==> src/sv/mbe_pkg.sv <==
package mbe_pkg;

    // request field widths
    localparam int ACTION_W = 2;
    localparam int OFFSET_W = 16;
    localparam int END_W    = 17;

    // fixed-point scale used by the reciprocal divider
    localparam int DIV_SHIFT = 24;

    typedef enum logic [ACTION_W-1:0] {
        ACT_TEST  = 2'd0,
        ACT_SET   = 2'd1,
        ACT_CLEAR = 2'd2,
        ACT_RANGE = 2'd3
    } action_e;

    typedef struct packed {
        logic [ACTION_W-1:0] action;
        logic [OFFSET_W-1:0] first_bit;
        logic [END_W-1:0]    end_bit;
    } req_t;

    typedef struct packed {
        logic old_value;
        logic range_error;
    } res_t;

    // divider control from the sequencer
    typedef struct packed {
        logic load;  // capture operand and form quotient
        logic fix;   // form remainder from captured quotient
    } dm_ctrl_t;

endpackage

==> src/sv/mbe_divmod.sv <==
module mbe_divmod
    import mbe_pkg::*;
#(
    parameter int WORD_BITS = 64,
    parameter int QUOT_W    = 12,
    parameter int REM_W     = 6
)
(
    input  logic              clk,
    input  dm_ctrl_t          ctrl,
    input  logic [END_W-1:0]  x,
    output logic [QUOT_W-1:0] quot,
    output logic [REM_W-1:0]  rem
);

    // ceiling reciprocal is exact for 17-bit operands and divisors up to 64
    localparam longint RECIP  = ((64'd1 << DIV_SHIFT) + WORD_BITS - 1) / WORD_BITS;
    localparam int     RECIP_W = $clog2(RECIP + 1);
    localparam int     PROD_W  = (END_W + RECIP_W > DIV_SHIFT + QUOT_W)
                                 ? END_W + RECIP_W : DIV_SHIFT + QUOT_W;

    logic [PROD_W-1:0] prod;
    logic [END_W-1:0]  back;
    logic [END_W-1:0]  diff;
    logic [END_W-1:0]  x_reg;
    logic [QUOT_W-1:0] q_reg;
    logic [REM_W-1:0]  r_reg;

    assign prod = PROD_W'(x) * PROD_W'(RECIP);
    assign back = END_W'(q_reg) * END_W'(WORD_BITS);
    assign diff = x_reg - back;

    always_ff @(posedge clk)
    begin
        if (ctrl.load)
        begin
            x_reg <= x;
            q_reg <= prod[DIV_SHIFT +: QUOT_W];
        end
        if (ctrl.fix)
        begin
            r_reg <= diff[REM_W-1:0];
        end
    end

    assign quot = q_reg;
    assign rem  = r_reg;

endmodule

==> config.mk <==
export PLATFORM = sky130hd
export DESIGN_NAME = mbe_divmod
export DESIGN_NICKNAME = d
export VERILOG_FILES = /design/src/sv/mbe_pkg.sv /design/src/sv/mbe_divmod.sv
export SDC_FILE = /design/constraint.sdc
export NUM_CORES = 1
export LEC_CHECK = 0
export BUFFER_PORTS_ARGS = -buffer_cell sky130_fd_sc_hd__buf_2
export CAP_MARGIN = 40
export CORE_MARGIN = 2
export CORE_UTILIZATION = 44
export DETAILED_ROUTE_END_ITERATION = 16
export HOLD_SLACK_MARGIN = 0.02
export PLACE_DENSITY = 0.77
export REMOVE_ABC_BUFFERS = 1
export SLEW_MARGIN = 40
export SYNTH_ARGS = -nofsm -noshare
export SYNTH_HDL_FRONTEND = slang
export SYNTH_SLANG_ARGS = --single-unit
==> constraint.sdc <==
create_clock -name clk -period 1.58 [get_ports clk]
set_input_delay 0.158 -clock clk [delete_from_list [all_inputs] [get_ports clk]]
set_output_delay 0.158 -clock clk [all_outputs]
set_load 0.05 [all_outputs]
==> results of run 1 <==
==> cells in the final DEF, fill, tap and decap left out, drive strengths merged <==
cell / count
edfxtp: 23
conb: 1
clkbuf: 3
buf: 36
dlygate4sd3: 16
clkinvlp: 1
==> power groups by stage <==
stage | clock, W | sequential [W] | combinational [W]
floorplan | 0 | 0.000866 | 0.00000513
global placement | 0 | 0.000746 | 0.000183
detailed placement | 0 | 0.000747 | 0.000185
CTS | 0.000275 | 0.000733 | 0.000213
global route | 0.000299 | 0.000739 | 0.000225
finish | 0.000269 | 0.000734 | 0.000216
==> through the flow <==
step	hold slack [ns]	cells
final	0.0397	96
after CTS	0.0225	95
after global placement	0.334	76
after floorplan	0.257	24
after detailed placement	0.336	76
after global routing	0.0215	96
==> kinds of logic (layout without fill, tap and decap cells) <==
kind of cell           Yosys count  count (layout)  synth area share, %
other                            1               1                0.534
flip-flops                      23              23                 98.4
buffers and inverters            1              56                 1.07
==> area by class of cell <==
cell class	instances	area (sq um)	share of cell area, %
Clock buffer	3	22.5	2.08
Clock inverter	1	7.51	0.692
Multi-Input combinational cell	1	3.75	0.346
Sequential cell	23	691	63.7
Tap cell	16	20.0	1.85
Timing Repair Buffer	52	340	31.4
==> final timing paths <==
kind,startpoint,endpoint,slack [ns],depth (start not counted)
max,quot[5],quot[5],0.47,1
min reg2reg,x_reg[0],rem[0],0.42,0
max reg2reg,x_reg[5],rem[5],0.94,0
min,x[0],x_reg[0],0.04,1
==> layer usage <==
| metal | GRT usage, % | wire [um] | up-vias |
|---|---|---|---|
| li1 | - | - | 205 |
| met1 | 15.5 | 469 | 195 |
| met2 | 24.4 | 630 | 25 |
| met3 | 4.58 | 107 | 0 |
| met4 | 7.27 | 0 | 0 |
| met5 | 0 | 0 | - |
==> metrics.txt, run 1 <==
status complete, no violations; dpl cell area 895 sq um; gpl congestion 0.649; Initial Utilization 46.6%; die height 43.9 um; Crit Path Max Fanout 1; crit share post-route 70.2%; hold buffer count at CTS 15; # DRC 0; Mapped Cells 25; Setup violations, final 0; max reg flops 11; Routed WL per cell 12.6 um; CTS tree yes; Final Slew Violations 0; Setup crit end kind output pin; Highest Clock Rate 901 MHz; detailed router's first-iteration violation count 7; vias 425; Pint 0.000883 W; initial antenna violation count 0; fill cell total of the finished layout 99; CP arrival 0.95 ns; first-pass GRT wire length 1.88 mm; Clock power frac 22.1%; total grt overflow 0; CP top delay family flip-flops; fin nets 101; Clock Skew 0.0137 ns; CP max stage cell edfxtp_1; Post-synth top cells 23 x edfxtp_1, 1 x buf_4, 1 x conb_1; maximum buffer depth of the clock tree 2; LEAKAGE 0.451 nW; largest net degree at the start of global routing 18; EDFF count, synth 23; RSZ-0062 raised after global routing no; Final Hold Viols 0; Util after Layout 72.0%; Sequential Power Share 60.2%; Reg clk slew, reported paths 0.13 ns; I/O Buffers 36; most frequent cell after synthesis edfxtp_1; synthesized area per cell 28.1 sq um; Total Routing Usage GR 14.2%; Skew-Pair Late Insertion Delay 0.31 ns; die width 43.9 um; io pins 38; synth top area cells edfxtp_1 98%, buf_4 1.1%, conb_1 0.53%; FF+latch count, synth 23; Layout area overhead 54.5%; drt first pass iters 3; core region area 1510 sq um; Total Wirelength 1.21 mm; post-CTS sizing 0; Synth cell types 3; Worst Path Required 1.42 ns; TNS Setup 0 ns; Synth top area share 98.4%; Clock Sinks 23; Max H-tree Level 1; Startpoint Class flop; WP buf/inv 1; post-layout power 0.00122 W; postcts setup bufs 0; share of cells above drive strength 1 50.0%; ANT cells 0; critical-path cell list buf_2; cell area after layout 1080 sq um; Antenna Nets Post-Route 0; WS Path Type flop to output pin; synth warn 0; Critical Path Max Stage Delay 0.41 ns; CTS Buf Count 3; vias per cell 4.43; full die area 1930 sq um; asr flop ratio synth 0%; minimum clock period 1.11 ns; top_reg_cell synth edfxtp_1; clock root buffer clkbuf_4; pwr dens 1120 nW/um^2; worst vdd ir 0.792 mV; DP Worst Slack 0.748 ns; Post-Syn Area 702 sq um; Logic pwr share 17.7%; vias in the first global route 446; Psw 0.000335 W; Synth area leader edfxtp_1; worst hold path type input pin to flop; Site Rows 14; Switching Share 27.5%; post-synthesis sequential area ratio 98.4%; setup ws final 0.470 ns; Max-Cap Viols 0
Note: power is estimated with default switching activity, not from simulation.
==> run 2: changes to the inputs <==
--- a/config.mk
+++ b/config.mk
@@ -5,13 +5,14 @@
 export SDC_FILE = /design/constraint.sdc
 export NUM_CORES = 1
 export LEC_CHECK = 0
+export ABC_AREA = 1
 export BUFFER_PORTS_ARGS = -buffer_cell sky130_fd_sc_hd__buf_2
 export CAP_MARGIN = 40
 export CORE_MARGIN = 2
-export CORE_UTILIZATION = 44
+export CORE_UTILIZATION = 37
 export DETAILED_ROUTE_END_ITERATION = 16
 export HOLD_SLACK_MARGIN = 0.02
-export PLACE_DENSITY = 0.77
+export PLACE_DENSITY = 0.69
 export REMOVE_ABC_BUFFERS = 1
 export SLEW_MARGIN = 40
 export SYNTH_ARGS = -nofsm -noshare
==> constraint.sdc (replaced) <==
create_clock -name clk -period 1 [get_ports clk]
set_input_delay 0.1 -clock clk [delete_from_list [all_inputs] [get_ports clk]]
set_output_delay 0.1 -clock clk [all_outputs]
set_load 0.05 [all_outputs]
==> run 2 against run 1 <==
Register-to-register slack worse by 0.56 ns. Cell area rose by 12%. Critical path depth did not move. Sequential share of layout area fell by 6.6 points. Non-clock buffer count grew 1. Utilization is 3.4 points lower. Setup slack got worse by 0.45 ns. Global-route usage fell by 1.0 points. Critical path type unchanged.
==> metrics.txt, run 2 (synthesis gave the netlist of run 1 again) <==
status complete, no violations; dpl cell area 906 sq um; setup ws final 0.0184 ns; worst vdd ir 1.40 mV; Routed WL per cell 12.0 um; Critical Path Max Stage Delay 0.42 ns; drt first pass iters 1; WS Path Type flop to output pin; minimum clock period 0.982 ns; DP Worst Slack 0.239 ns; Layout area overhead 72.4%; Worst Path Required 0.90 ns; share of cells above drive strength 1 49.4%; ANT cells 0; worst hold path type input pin to flop; reg-to-reg startpoint x_reg[2]; R2R Path End rem[2]; hold depth 1; vias in the first global route 447; max reg flops 11; Initial Utilization 39.8%; cell area after layout 1210 sq um; total grt overflow 0; fin nets 102; Clock Skew 0.000896 ns; postcts setup bufs 0; Final Hold Viols 0; commonest non-fill, non-tap cell in the layout edfxtp_1; Total Wirelength 1.27 mm; CTS Buf Count 3; WP buf/inv 1; CP arrival 0.88 ns; largest net degree at the start of global routing 18; Crit Path Max Fanout 1; Max-Cap Viols 0; Highest Clock Rate 1020 MHz; Reg2Reg Depth 0; critical-path cell list buf_6; Worst Setup EP quot[4]; full die area 2260 sq um; detailed router's first-iteration violation count 0; I/O Buffers 36; gpl congestion 0.621; crit share post-route 98.2%; first-pass GRT wire length 1.85 mm; post-layout power 0.00197 W; io pins 38; Startpoint Class flop; Reg clk slew, reported paths 0.11 ns; Clock Sinks 23; CP max stage cell edfxtp_1; Setup violations, final 0; pwr dens 1630 nW/um^2; vias 429; clock root buffer clkbuf_4; LEAKAGE 0.495 nW; Setup crit end kind output pin; Max H-tree Level 1; Antenna Nets Post-Route 0; RSZ-0062 raised after global routing yes; CP top delay family flip-flops; # DRC 0; initial antenna violation count 0; CTS tree yes; Final Slew Violations 0; vias per cell 4.05; die width 47.6 um; Total Routing Usage GR 13.2%; core region area 1760 sq um; maximum buffer depth of the clock tree 2; r2r setup slk 0.38 ns; commonest non-fill, non-tap cells in the layout 23 x edfxtp_1, 19 x buf_2, 17 x dlygate4sd3_1, 17 x buf_6, 3 x clkbuf_4; Site Rows 15; die height 47.6 um; worst setup path start quot[4]; Skew-Pair Late Insertion Delay 0.29 ns; Critical Path Stages 1
[run 2: cell count changes in the layout (fill, tap and decap cells not counted)]
cell / delta
clkinvlp_4: -1
buf_6: +17
clkinv_2: +1
dlygate4sd3_1: +1
buf_2: -17
[run 2: per-layer routing]
layer	part of all wire (%)	wire length [um]	track usage [%]	vias up
met5	0	0	0	-
met4	0	0	3.24	0
met3	8.8	111	7.17	0
met2	60	766	25.1	25
met1	31	388	11.9	196
li1	-	-	-	208
[run 2: power breakdown]
| part | total (W) | switching (W) | internal, W |
|---|---|---|---|
| Combinational | 0.000407 | 0.000244 | 0.000163 |
| Sequential | 0.00117 | 0.0000281 | 0.00114 |
| Clock | 0.000387 | 0.000239 | 0.000149 |
[run 2: worst min path at each step]
stage	start	end	slack (ns)
after global placement	x[16]	quot[10]	0.28
after floorplan	x[6]	quot[0]	0.20
after CTS	ctrl[0]	rem[3]	0.08
after global routing	ctrl[0]	rem[3]	0.08
final	ctrl[0]	rem[0]	0.09
after detailed placement	x[14]	quot[8]	0.28
[run 2: repair_timing]
action,4_1_cts,5_1_grt
endpoints found under the hold margin,17,0
endpoints found under the setup margin,8,17
pin swaps,0,0
gates resized for setup,12,31
hold buffers,17,0
[run 2: layout make-up]
cell class / instances / area [sq um]
clock buffer: 3 / 22.5
timing repair buffer: 53 / 457
fill: 128 / 554
clock inverter: 1 / 5.00
multi-input combinational: 1 / 3.75
sequential: 23 / 691
tap: 25 / 31.3
[run 2: through the flow]
stage,TNS (ns),util [%],instances,hold WS (ns)
global route,-0.259,68.6,106,0.0812
global placement,0,51.3,85,0.277
detailed placement,0,51.3,85,0.278
CTS,-0.00523,64.5,106,0.0832
floorplan,0,-,24,0.199
finish,0,68.6,106,0.0882
==> run 3: changes to the inputs <==
--- a/config.mk
+++ b/config.mk
@@ -9,10 +9,10 @@
 export BUFFER_PORTS_ARGS = -buffer_cell sky130_fd_sc_hd__buf_2
 export CAP_MARGIN = 40
 export CORE_MARGIN = 2
-export CORE_UTILIZATION = 37
+export CORE_UTILIZATION = 30
 export DETAILED_ROUTE_END_ITERATION = 16
 export HOLD_SLACK_MARGIN = 0.02
-export PLACE_DENSITY = 0.69
+export PLACE_DENSITY = 0.58
 export REMOVE_ABC_BUFFERS = 1
 export SLEW_MARGIN = 40
 export SYNTH_ARGS = -nofsm -noshare
==> run 3 against run 2 <==
Critical path depth stayed put. Largest cell class unchanged. Utilization shrank 14 points. Critical endpoint unchanged. Final cell count up 2.8%. Die area increased by 21%. Register-to-register slack about the same. Setup slack worse by 0.0039 ns. Worst hold slack better by 0.0052 ns. Largest power group unchanged. First-iteration DRC count rose by 1. Fmax down 0.39%.
==> metrics.txt, run 3 (synthesis gave the netlist of run 1 again) <==
minimum clock period 0.985 ns; Finished Layout Cells 109; Total Wirelength 1.37 mm; maximum buffer depth of the clock tree 2; vias 444; max reg flops 11; hold depth 1; first-pass GRT wire length 2.04 mm; LEAKAGE 0.492 nW; critical-path cell list buf_6; Final Slew Violations 0; cell area after layout 1210 sq um; gpl congestion 0.666; # DRC 0; Skew-Pair Late Insertion Delay 0.29 ns; I/O Buffers 36; full die area 2740 sq um; total grt overflow 0; WP buf/inv 1; CTS tree yes; Switching Share 26.3%; CP max stage cell edfxtp_1; Routed WL per cell 12.6 um; Initial Utilization 31.7%; Total Routing Usage GR 10.9%; clock root buffer clkbuf_4; TNS Setup 0 ns; CP arrival 0.89 ns; share of cells above drive strength 1 48.1%; Setup crit end kind output pin; initial antenna violation count 0; Reg2Reg Depth 0; Hold Path End rem[0]; Clock Skew 0.00406 ns; fin nets 102; Psw 0.000522 W; Clock power frac 20.4%; commonest non-fill, non-tap cell in the layout edfxtp_1; largest net degree at the start of global routing 18; Clock Sinks 23; dpl cell area 910 sq um; RSZ-0062 raised after global routing yes; Startpoint Class flop; Logic pwr share 20.5%; io pins 38; Reg clk slew, reported paths 0.12 ns; reg-to-reg startpoint x_reg[2]; Critical Path Max Stage Delay 0.42 ns; Placed Cells incl. Taps 88; Worst Path Required 0.90 ns; postcts setup bufs 0; commonest non-fill, non-tap cells in the layout 23 x edfxtp_1, 19 x buf_2, 17 x dlygate4sd3_1, 17 x buf_6, 3 x clkbuf_4; r2r setup slk 0.38 ns; Sequential Power Share 59.1%; Site Rows 17; Layout area overhead 72.7%; R2R Path End rem[2]; worst vdd ir 1.07 mV; CTS Buf Count 3; crit share post-route 98.5%; pwr dens 1640 nW/um^2; drt first pass iters 2; WS Path Type flop to output pin; vias per cell 4.07; Crit Path Max Fanout 1; Max H-tree Level 1; worst hold path type input pin to flop; HP Start ctrl[0]; core region area 2210 sq um; CP top delay family flip-flops; DP Worst Slack 0.202 ns; Highest Clock Rate 1010 MHz; Setup violations, final 0; vias in the first global route 465; detailed router's first-iteration violation count 1; die width 52.4 um; Pint 0.00146 W; status complete, no violations; Max-Cap Viols 0; Antenna Nets Post-Route 0; ANT cells 0; Final Hold Viols 0; setup ws final 0.0146 ns; die height 52.4 um
## run 3: cell count changes in the layout (fill, tap and decap cells not counted), sizes merged
cell and change:
clkbuf +1, clkinv -1
## run 3: how the worst max path moves through the flow
stage | from | end | depth (start not counted)
6_report | quot[4] | quot[4] | 1
5_1_grt | quot[2] | quot[2] | 1
4_1_cts | rem[4] | rem[4] | 1
3_5_place_dp | ctrl[1] | x_reg[4] | 1
3_3_place_gp | ctrl[1] | quot[3] | 1
2_1_floorplan | quot[0] | quot[0] | 0
## run 3: through the flow
| stage | total power, W | hold WS, ns | util, % |
|---|---|---|---|
| after global routing | 0.00208 | 0.0740 | 54.8 |
| after global placement | 0.00147 | 0.277 | 41.1 |
| after floorplan | 0.00138 | 0.199 | - |
| after detailed placement | 0.00148 | 0.278 | 41.1 |
| after CTS | 0.00198 | 0.0886 | 52.4 |
| final | 0.00198 | 0.0934 | 54.8 |
## run 3: timing repair
action | 4_1_cts | 5_1_grt
resized for setup | 19 | 18
endpoints found under the setup margin | 14 | 17
hold buffers | 17 | 0
hold endpoints to repair | 17 | 0
## run 3: final cells by class
class | instances | area, sq um
clock buffers | 4 | 26.3
fillers | 186 | 1000
multi-input cells | 1 | 3.75
flip-flops and latches | 23 | 691
well taps | 28 | 35.0
repair buffers | 53 | 457
## run 3: per-layer routing
metal / routed length, um / GRT usage [%] / share of wire (%) / up-vias
met1: 465 / 10.2 / 34 / 211
met3: 123 / 4.29 / 9.0 / 2
li1: - / - / - / 207
met4: 11 / 5.13 / 0.80 / 0
met5: 0 / 0 / 0 / -
met2: 772 / 20.2 / 56 / 24
## run 3: power by group through the flow
stage	clock, W	sequential (W)	combinational, W
floorplan	0	0.00137	0.00000810
global placement	0	0.00118	0.000292
detailed placement	0	0.00118	0.000295
CTS	0.000433	0.00116	0.000380
global route	0.000481	0.00118	0.000424
finish	0.000405	0.00117	0.000407
